File: src/design/pdw_pkg.sv
// Package for the PRP list walker: payload structs, result codes and widths.
// No dependencies; every other design file imports it.
package pdw_pkg;

  localparam int unsigned LEN_W   = 21;
  localparam int unsigned CNT_W   = 13;
  localparam int unsigned IDX_W   = 10;
  localparam int unsigned ADDR_W  = 64;
  localparam int unsigned APB_W   = 32;
  localparam int unsigned PADDR_W = 3;

  localparam logic [1:0] KIND_SEGMENT = 2'd0;
  localparam logic [1:0] KIND_FETCH   = 2'd1;
  localparam logic [1:0] KIND_ERROR   = 2'd2;

  localparam logic [1:0] ST_OK       = 2'd0;
  localparam logic [1:0] ST_INVALID  = 2'd1;
  localparam logic [1:0] ST_TOO_LONG = 2'd2;

  localparam logic [CNT_W-1:0] FETCH_BYTES = 13'd8;

  localparam logic [LEN_W-1:0] MAX_XFER_RST = 21'd32768;
  localparam logic [IDX_W-1:0] MAX_LIST_RST = 10'd64;

  localparam logic REG_MAX_XFER = 1'b0;
  localparam logic REG_MAX_LIST = 1'b1;

  typedef struct packed {
    logic              mode;
    logic [ADDR_W-1:0] first_pointer;
    logic [ADDR_W-1:0] second_pointer;
    logic [LEN_W-1:0]  byte_length;
    logic              to_host;
    logic [ADDR_W-1:0] list_entry;
  } pdw_in_t;

  typedef struct packed {
    logic [1:0]        kind;
    logic [ADDR_W-1:0] address;
    logic [CNT_W-1:0]  byte_count;
    logic              direction;
    logic [1:0]        status;
    logic              finished;
  } pdw_out_t;

  typedef struct packed {
    logic [1:0] cnt;
    pdw_out_t   r0;
    pdw_out_t   r1;
  } pdw_pair_t;

  typedef struct packed {
    logic       rdy;
    logic [1:0] cnt;
  } pdw_buf_sts_t;

  typedef struct packed {
    logic [LEN_W-1:0] max_transfer_bytes;
    logic [IDX_W-1:0] max_list_entries;
  } pdw_cfg_t;

endpackage

File: src/design/pdw_cfg_regs.sv
// APB configuration registers of the PRP list walker.
// Depends on pdw_pkg.
module pdw_cfg_regs import pdw_pkg::*; (
  input  logic               clk,
  input  logic               rst_n,
  input  logic               psel,
  input  logic               penable,
  input  logic               pwrite,
  input  logic [PADDR_W-1:0] paddr,
  input  logic [APB_W-1:0]   pwdata,
  output logic [APB_W-1:0]   prdata,
  output logic               pready,
  output pdw_cfg_t           cfg
);

  logic [LEN_W-1:0] max_xfer_r;
  logic [IDX_W-1:0] max_list_r;
  logic             wr_en;

  assign pready = 1'b1;
  assign wr_en  = psel & penable & pwrite;

  always_ff @(posedge clk) begin
    if (!rst_n) begin
      max_xfer_r <= MAX_XFER_RST;
      max_list_r <= MAX_LIST_RST;
    end else if (wr_en) begin
      if (paddr[2] == REG_MAX_XFER) begin
        max_xfer_r <= pwdata[LEN_W-1:0];
      end else begin
        max_list_r <= pwdata[IDX_W-1:0];
      end
    end
  end

  always_comb begin
    if (paddr[2] == REG_MAX_XFER) begin
      prdata = APB_W'(max_xfer_r);
    end else begin
      prdata = APB_W'(max_list_r);
    end
  end

  assign cfg.max_transfer_bytes = max_xfer_r;
  assign cfg.max_list_entries   = max_list_r;

endmodule

File: src/design/pdw_walk_core.sv
// Input register, walk state and per-transaction result logic of the PRP list walker.
// Depends on pdw_pkg; hands up to two results per transaction to pdw_result_buf.
module pdw_walk_core import pdw_pkg::*; #(
  parameter int unsigned PAGE_BYTES = 4096
) (
  input  logic         clk,
  input  logic         rst_n,
  input  logic         in_valid,
  output logic         in_stall,
  input  pdw_in_t      in_data,
  input  pdw_cfg_t     cfg,
  input  pdw_buf_sts_t buf_sts,
  output logic         pair_vld,
  output pdw_pair_t    pair
);

  localparam int unsigned PAGE_BITS = $clog2(PAGE_BYTES);
  localparam logic [LEN_W:0] PAGE_W = (LEN_W+1)'(PAGE_BYTES);

  logic              in_vld_r;
  pdw_in_t           in_r;
  logic              take;

  logic              awaiting_r, awaiting_nxt;
  logic [ADDR_W-1:0] list_base_r, list_base_nxt;
  logic [IDX_W-1:0]  entry_index_r, entry_index_nxt;
  logic [LEN_W-1:0]  bytes_left_r, bytes_left_nxt;
  logic              held_dir_r, held_dir_nxt;

  logic [LEN_W:0]    len;
  logic [LEN_W:0]    chunk;
  logic [LEN_W:0]    rem;
  logic [LEN_W:0]    left_n;
  logic [IDX_W:0]    next_idx;
  logic              start_bad;
  logic              entry_bad;
  pdw_pair_t         pr;

  assign take     = in_vld_r & buf_sts.rdy;
  assign in_stall = in_vld_r & ~buf_sts.rdy;
  assign pair_vld = take;
  assign pair     = pr;

  always_ff @(posedge clk) begin
    if (!rst_n) begin
      in_vld_r <= 1'b0;
    end else if (!in_stall) begin
      in_vld_r <= in_valid;
    end
  end

  always_ff @(posedge clk) begin
    if (!in_stall && in_valid) begin
      in_r <= in_data;
    end
  end

  always_ff @(posedge clk) begin
    if (!rst_n) begin
      awaiting_r    <= 1'b0;
      list_base_r   <= '0;
      entry_index_r <= '0;
      bytes_left_r  <= '0;
      held_dir_r    <= 1'b0;
    end else if (take) begin
      awaiting_r    <= awaiting_nxt;
      list_base_r   <= list_base_nxt;
      entry_index_r <= entry_index_nxt;
      bytes_left_r  <= bytes_left_nxt;
      held_dir_r    <= held_dir_nxt;
    end
  end

  always_comb begin
    awaiting_nxt    = awaiting_r;
    list_base_nxt   = list_base_r;
    entry_index_nxt = entry_index_r;
    bytes_left_nxt  = bytes_left_r;
    held_dir_nxt    = held_dir_r;
    pr              = '0;
    len             = {1'b0, in_r.byte_length};
    chunk           = '0;
    rem             = '0;
    left_n          = '0;
    next_idx        = '0;
    start_bad       = 1'b0;
    entry_bad       = 1'b0;

    if (in_r.mode == 1'b0) begin
      awaiting_nxt = 1'b0;
      start_bad = (len == '0) || (in_r.byte_length > cfg.max_transfer_bytes) ||
                  (in_r.first_pointer == '0) ||
                  ((len > PAGE_W) && (in_r.second_pointer == '0));
      chunk = PAGE_W - (LEN_W+1)'(in_r.first_pointer[PAGE_BITS-1:0]);
      if (chunk > len) begin
        chunk = len;
      end
      rem = len - chunk;
      pr.r0.direction = in_r.to_host;
      pr.r1.direction = in_r.to_host;
      if (start_bad) begin
        pr.cnt         = 2'd1;
        pr.r0.kind     = KIND_ERROR;
        pr.r0.status   = ST_INVALID;
        pr.r0.finished = 1'b1;
      end else begin
        pr.r0.kind       = KIND_SEGMENT;
        pr.r0.address    = in_r.first_pointer;
        pr.r0.byte_count = chunk[CNT_W-1:0];
        pr.r0.status     = ST_OK;
        pr.r0.finished   = (rem == '0);
        if (rem == '0) begin
          pr.cnt = 2'd1;
        end else begin
          pr.cnt = 2'd2;
          if (rem <= PAGE_W) begin
            pr.r1.kind       = KIND_SEGMENT;
            pr.r1.address    = in_r.second_pointer;
            pr.r1.byte_count = rem[CNT_W-1:0];
            pr.r1.status     = ST_OK;
            pr.r1.finished   = 1'b1;
          end else if (in_r.second_pointer[PAGE_BITS-1:0] != '0) begin
            pr.r1.kind     = KIND_ERROR;
            pr.r1.status   = ST_INVALID;
            pr.r1.finished = 1'b1;
          end else begin
            awaiting_nxt     = 1'b1;
            list_base_nxt    = in_r.second_pointer;
            entry_index_nxt  = '0;
            bytes_left_nxt   = rem[LEN_W-1:0];
            held_dir_nxt     = in_r.to_host;
            pr.r1.kind       = KIND_FETCH;
            pr.r1.address    = in_r.second_pointer;
            pr.r1.byte_count = FETCH_BYTES;
            pr.r1.status     = ST_OK;
          end
        end
      end
    end else if (awaiting_r) begin
      pr.r0.direction = held_dir_r;
      pr.r1.direction = held_dir_r;
      entry_bad = (in_r.list_entry == '0) || (in_r.list_entry[PAGE_BITS-1:0] != '0);
      chunk = {1'b0, bytes_left_r};
      if (chunk > PAGE_W) begin
        chunk = PAGE_W;
      end
      left_n   = {1'b0, bytes_left_r} - chunk;
      next_idx = {1'b0, entry_index_r} + (IDX_W+1)'(1);
      if (entry_bad) begin
        awaiting_nxt   = 1'b0;
        pr.cnt         = 2'd1;
        pr.r0.kind     = KIND_ERROR;
        pr.r0.status   = ST_INVALID;
        pr.r0.finished = 1'b1;
      end else begin
        bytes_left_nxt   = left_n[LEN_W-1:0];
        pr.r0.kind       = KIND_SEGMENT;
        pr.r0.address    = in_r.list_entry;
        pr.r0.byte_count = chunk[CNT_W-1:0];
        pr.r0.status     = ST_OK;
        pr.r0.finished   = (left_n == '0);
        if (left_n == '0) begin
          awaiting_nxt = 1'b0;
          pr.cnt       = 2'd1;
        end else if (next_idx >= {1'b0, cfg.max_list_entries}) begin
          awaiting_nxt   = 1'b0;
          pr.cnt         = 2'd2;
          pr.r1.kind     = KIND_ERROR;
          pr.r1.status   = ST_TOO_LONG;
          pr.r1.finished = 1'b1;
        end else begin
          entry_index_nxt  = next_idx[IDX_W-1:0];
          pr.cnt           = 2'd2;
          pr.r1.kind       = KIND_FETCH;
          pr.r1.address    = list_base_r + ADDR_W'({next_idx[IDX_W-1:0], 3'b000});
          pr.r1.byte_count = FETCH_BYTES;
          pr.r1.status     = ST_OK;
        end
      end
    end
  end

endmodule

File: src/design/pdw_result_buf.sv
// Two-entry result register of the PRP list walker; drains one result per cycle
// while out_stall is low. Depends on pdw_pkg; fed by pdw_walk_core.
module pdw_result_buf import pdw_pkg::*; (
  input  logic         clk,
  input  logic         rst_n,
  input  logic         pair_vld,
  input  pdw_pair_t    pair,
  output pdw_buf_sts_t sts,
  output logic         out_valid,
  input  logic         out_stall,
  output pdw_out_t     out_data
);

  logic [1:0] cnt_r;
  pdw_out_t   slot0_r;
  pdw_out_t   slot1_r;
  logic       pop;

  assign out_valid = (cnt_r != 2'd0);
  assign out_data  = slot0_r;
  assign pop       = out_valid & ~out_stall;
  assign sts.cnt   = cnt_r;
  assign sts.rdy   = (cnt_r == 2'd0) || ((cnt_r == 2'd1) && !out_stall);

  always_ff @(posedge clk) begin
    if (!rst_n) begin
      cnt_r <= 2'd0;
    end else if (pair_vld) begin
      cnt_r <= pair.cnt;
    end else if (pop) begin
      cnt_r <= cnt_r - 2'd1;
    end
  end

  always_ff @(posedge clk) begin
    if (pair_vld) begin
      slot0_r <= pair.r0;
      slot1_r <= pair.r1;
    end else if (pop) begin
      slot0_r <= slot1_r;
    end
  end

endmodule

File: src/design/prp_list_dma_walker.sv
// PRP list walker top level: an input transaction waits in the input register until the result
// buffer is ready, then moves into the result register. Throughput: one input transaction per
// cycle when it yields one result and out_stall is low; one with two results stalls the input
// until the first drains, as the single-port result drain (one result per unstalled cycle) sets
// it. Reset (rst_n low, synchronous) empties both stages, clears the walk state and loads the
// register defaults 32768 and 64. Depends on pdw_pkg, pdw_cfg_regs, pdw_walk_core, pdw_result_buf.
module prp_list_dma_walker import pdw_pkg::*; #(
  parameter int unsigned PAGE_BYTES = 4096
) (
  input  logic               clk,
  input  logic               rst_n,
  input  logic               in_valid,
  output logic               in_stall,
  input  pdw_in_t            in_data,
  output logic               out_valid,
  input  logic               out_stall,
  output pdw_out_t           out_data,
  input  logic               psel,
  input  logic               penable,
  input  logic               pwrite,
  input  logic [PADDR_W-1:0] paddr,
  input  logic [APB_W-1:0]   pwdata,
  output logic [APB_W-1:0]   prdata,
  output logic               pready
);

  pdw_cfg_t     cfg;
  pdw_buf_sts_t buf_sts;
  pdw_pair_t    pair;
  logic         pair_vld;

  pdw_cfg_regs u_cfg (
    .clk     (clk),
    .rst_n   (rst_n),
    .psel    (psel),
    .penable (penable),
    .pwrite  (pwrite),
    .paddr   (paddr),
    .pwdata  (pwdata),
    .prdata  (prdata),
    .pready  (pready),
    .cfg     (cfg)
  );

  pdw_walk_core #(
    .PAGE_BYTES (PAGE_BYTES)
  ) u_core (
    .clk      (clk),
    .rst_n    (rst_n),
    .in_valid (in_valid),
    .in_stall (in_stall),
    .in_data  (in_data),
    .cfg      (cfg),
    .buf_sts  (buf_sts),
    .pair_vld (pair_vld),
    .pair     (pair)
  );

  pdw_result_buf u_buf (
    .clk       (clk),
    .rst_n     (rst_n),
    .pair_vld  (pair_vld),
    .pair      (pair),
    .sts       (buf_sts),
    .out_valid (out_valid),
    .out_stall (out_stall),
    .out_data  (out_data)
  );

  a_buf_depth: assert property (@(posedge clk) disable iff (!rst_n)
    buf_sts.cnt != 2'd3)
    else $error("result buffer count out of range");

  a_stall_needs_full: assert property (@(posedge clk) disable iff (!rst_n)
    in_stall |-> (buf_sts.cnt != 2'd0))
    else $error("input stalled with empty result buffer");

  a_error_shape: assert property (@(posedge clk) disable iff (!rst_n)
    (out_valid && out_data.kind == KIND_ERROR) |->
      (out_data.address == '0 && out_data.byte_count == '0 && out_data.finished))
    else $error("malformed error result");

  a_fetch_shape: assert property (@(posedge clk) disable iff (!rst_n)
    (out_valid && out_data.kind == KIND_FETCH) |->
      (out_data.byte_count == FETCH_BYTES && !out_data.finished &&
       out_data.status == ST_OK))
    else $error("malformed fetch result");

endmodule

File: config.mk
export PLATFORM = sky130hd
export DESIGN_NAME = prp_list_dma_walker
export DESIGN_NICKNAME = d
export VERILOG_FILES = /design/src/design/pdw_pkg.sv /design/src/design/pdw_cfg_regs.sv /design/src/design/pdw_walk_core.sv /design/src/design/pdw_result_buf.sv /design/src/design/prp_list_dma_walker.sv
export SDC_FILE = /design/constraint.sdc
export NUM_CORES = 1
export LEC_CHECK = 0
export ABC_AREA = 1
export BUFFER_PORTS_ARGS = -buffer_cell sky130_fd_sc_hd__buf_2
export CORE_UTILIZATION = 52
export DETAILED_ROUTE_END_ITERATION = 7
export GPL_TIMING_DRIVEN = 1
export PLACE_DENSITY = 0.87
export REMOVE_ABC_BUFFERS = 1
export SLEW_MARGIN = 15
export SYNTH_ARGS = -nofsm -noshare
export SYNTH_HDL_FRONTEND = slang
export SYNTH_SLANG_ARGS = --single-unit
File: constraint.sdc
create_clock -name clk -period 7.8 [get_ports clk]
set_clock_uncertainty 0.05 [all_clocks]
set_input_delay 0 -clock clk [delete_from_list [all_inputs] [get_ports clk]]
set_output_delay 0 -clock clk [all_outputs]
set_load 0.005 [all_outputs]
==> results.cfg <==
[timing]
setup_violations = 0
fin_tns_setup_ps = 0
slew_headroom_pct = 27.5
slew_violations = 0
hold_viol_final = 0
fin_crit_ps = 7200
min_period_over_period_pct = 92.3
rsz0062_at_grt = no
worst_pin_slew_ps = 1090
fmax_ghz = 0.139

[hold_path]
hold_end = u_core.in_r[49]$_DFFE_PP_
holdPathStages = 2
min-delay-start = in_data[49]
hold_path_class = input port to register

[floorplanning]
rows = 80
ios = 375
coreArea_sq_um = 47600
die_height_um = 221
die_w_um = 221
die_area_sq_um = 49000
initial_core_util_pct = 52.5

[clock_network]
post-cts-setup-buffers = 0
cts_tree = built
cts_root_buffer = clkbuf_16
cts.reportedPaths.clkPinSlew_ps = 70
clock_sinks = 512
htreeDepth = 2
numCtsBuffers = 53
clk_latency_ps = 610
clockBufferDepth = 3

[worst_setup_path]
cpPeakStageDelay_ps = 470
path_common_cell = nand2_1
cp.arrival_ps = 7440
regToRegEndpoint = u_buf.slot1_r[62]$_DFFE_PP_
r2r_cells = 33
worstPathRequired_ps = 8040
crit_fanout = 37
cp_slowest_cell = edfxtp_1
critPathKind = register to register
cp-start-kind = register
reg2reg_from = u_core.in_r[152]$_DFFE_PP_
end_kind = register
r2r_setup_slack_ps = 600

[global_route]
grt_overflow = 0
track_usage_pct = 33.6
grt_max_degree = 136
grt_pass1_wl_um = 126000
first_global_vias = 22397
antenna_found_initial = 5

[final_layout]
fin_cells = 3959
nNetsFinal = 3626
area_growth_pct = 26.3
num-fill-cells = 3418
drive_gt1_share_pct = 16.0

[logic_synthesis]
synth_common_cells = 619 x nand2_1, 381 x edfxtp_1, 292 x nor2_1, 288 x inv_1, 148 x a21oi_1
ys_top_cells_by_area = edfxtp_1 46%, dfxtp_1 10%, nand2_1 9.3%
yosysMostFrequentCell = nand2_1
synthArstFlopShare_pct = 0
synth_seq_cells = 512
synth.largest_area_cell = edfxtp_1
syn_inst = 2715
synthesis.area_sq_um = 25000
seq_area_frac_synth_pct = 56.2
synth_ff_type = edfxtp_1
synth-edff-count = 381
synth_top_area_share_pct = 45.7
yosys_warnings = 0
synth_cell_types = 62
syn_avg_cell_area_sq_um = 9.22

[detailed_routing]
routed_via_density = 5.84
drt_iter0_drc = 3248
drt-total-wl_um = 83900
dr.pass1.iters = 8
route.detailed.wl_per_inst_um = 21.2
vias = 23131
drtAntennaViolNets = 0
drc = 1

[placed_design]
io_buffers = 349
post-dp-hpwl_um = 51000
gp_congestion = 0.977
dp_cells = 3600

[flow_run]
maxCapViolations = 0

[power]
leakage_nw = 12.7
cellPowerDensity_nw_per_um2 = 259
vdd_drop_max_mv = 0.188

[status]
status = finished, violations left
violations = design-rule violations
## what timing repair did
action	in CTS	in global routing
gates resized for setup	0	3
hold buffers	255	0
setup endpoints to repair	0	37
hold endpoints to repair	269	0
## layout make-up
type	count	area (sq um)	share of cell area, %
antenna	4	10.0	0.0317
tap	615	769	2.43
timing repair buffer	621	4450	14.1
inverter	305	1160	3.68
clock buffer	66	1460	4.61
clock inverter	34	402	1.27
multi-input combinational	1802	9290	29.4
sequential	512	14100	44.5
## critical path: cells and delay by family, from the launching register on
family          cells  cell delay, ps
simple gates       21            3910
compound gates      4             690
flops               1             470
xor+xnor            1             170
fa+ha+maj           3             940
buf+inv             4             610
## per-layer routing
metal  wire (um)  up-vias  track usage (%)
li1            -    10403                -
met1       31400    10657             42.8
met2       38200     1707             53.6
met3        9330      360             7.08
met4        4880        4             18.4
met5          23        -                0
## sequential cells by signal (all words and copies together), names as in the netlist
register and cells:
u_cfg.max_xfer_r 21, u_core.in_r 215, u_buf.slot1_r 83, u_core.held_dir_r 1
u_core.in_vld_r 1, u_buf.out_data 83, u_core.bytes_left_r 21, u_buf.cnt_r 2
u_core.awaiting_r 1, u_core.entry_index_r 10, u_cfg.max_list_r 10, u_core.list_base_r 64
## cell usage in the layout, fill, tap and decap left out, types with 74 or more instances in the layout
master         count
nand2_1          618
edfxtp_1         381
buf_2            349
nor2_1           291
inv_1            285
dlygate4sd3_1    255
a21oi_1          148
dfxtp_1          131
o21ai_0          118
nand3_1          108
a31oi_1           74
## power by group
group	total (W)	switching [W]	internal [W]
Combinational	0.00165	0.00109	0.000559
Sequential	0.00379	0.000242	0.00354
Clock	0.00274	0.00114	0.00160
## worst max-delay path by stage
stage                                startpoint                     endpoint  slack [ps]  depth (start not counted)
finish               u_core.in_r[152]$_DFFE_PP_  u_buf.slot1_r[62]$_DFFE_PP_         600                         33
global route         u_core.in_r[150]$_DFFE_PP_  u_buf.slot1_r[62]$_DFFE_PP_          70                         36
CTS                  u_core.in_r[150]$_DFFE_PP_  u_buf.slot1_r[35]$_DFFE_PP_         670                         32
detailed placement   u_core.in_r[150]$_DFFE_PP_  u_buf.slot1_r[35]$_DFFE_PP_         710                         32
global placement     u_core.in_r[150]$_DFFE_PP_  u_buf.slot1_r[54]$_DFFE_PP_         910                         32
floorplan           u_buf.cnt_r[0]$_SDFFE_PN0P_  u_buf.cnt_r[1]$_SDFFE_PN0P_         190                          7
## logic make-up after synthesis
logic type	Yosys count	synth area share, %
simple gates	1199	20.8
flops	512	56.2
other cells	2	0.0300
xor+xnor	61	2.13
fa+ha+maj	74	3.76
compound gates	455	10.1
buf+inv	412	6.96
## metrics by stage
step	hold slack, ps	utilization [%]	area [sq um]	total power [W]	setup WS, ps
3_5_place_dp	128	57.1	27200	0.00526	712
5_1_grt	42.5	66.3	31600	0.00845	71.2
6_report	51.1	66.3	31600	0.00818	602
4_1_cts	25.6	66.3	31600	0.00806	665
2_1_floorplan	-18.9	-	24500	0.00463	187
3_3_place_gp	126	57.1	27200	0.00521	914
Note: power is estimated with default switching activity, not from simulation.
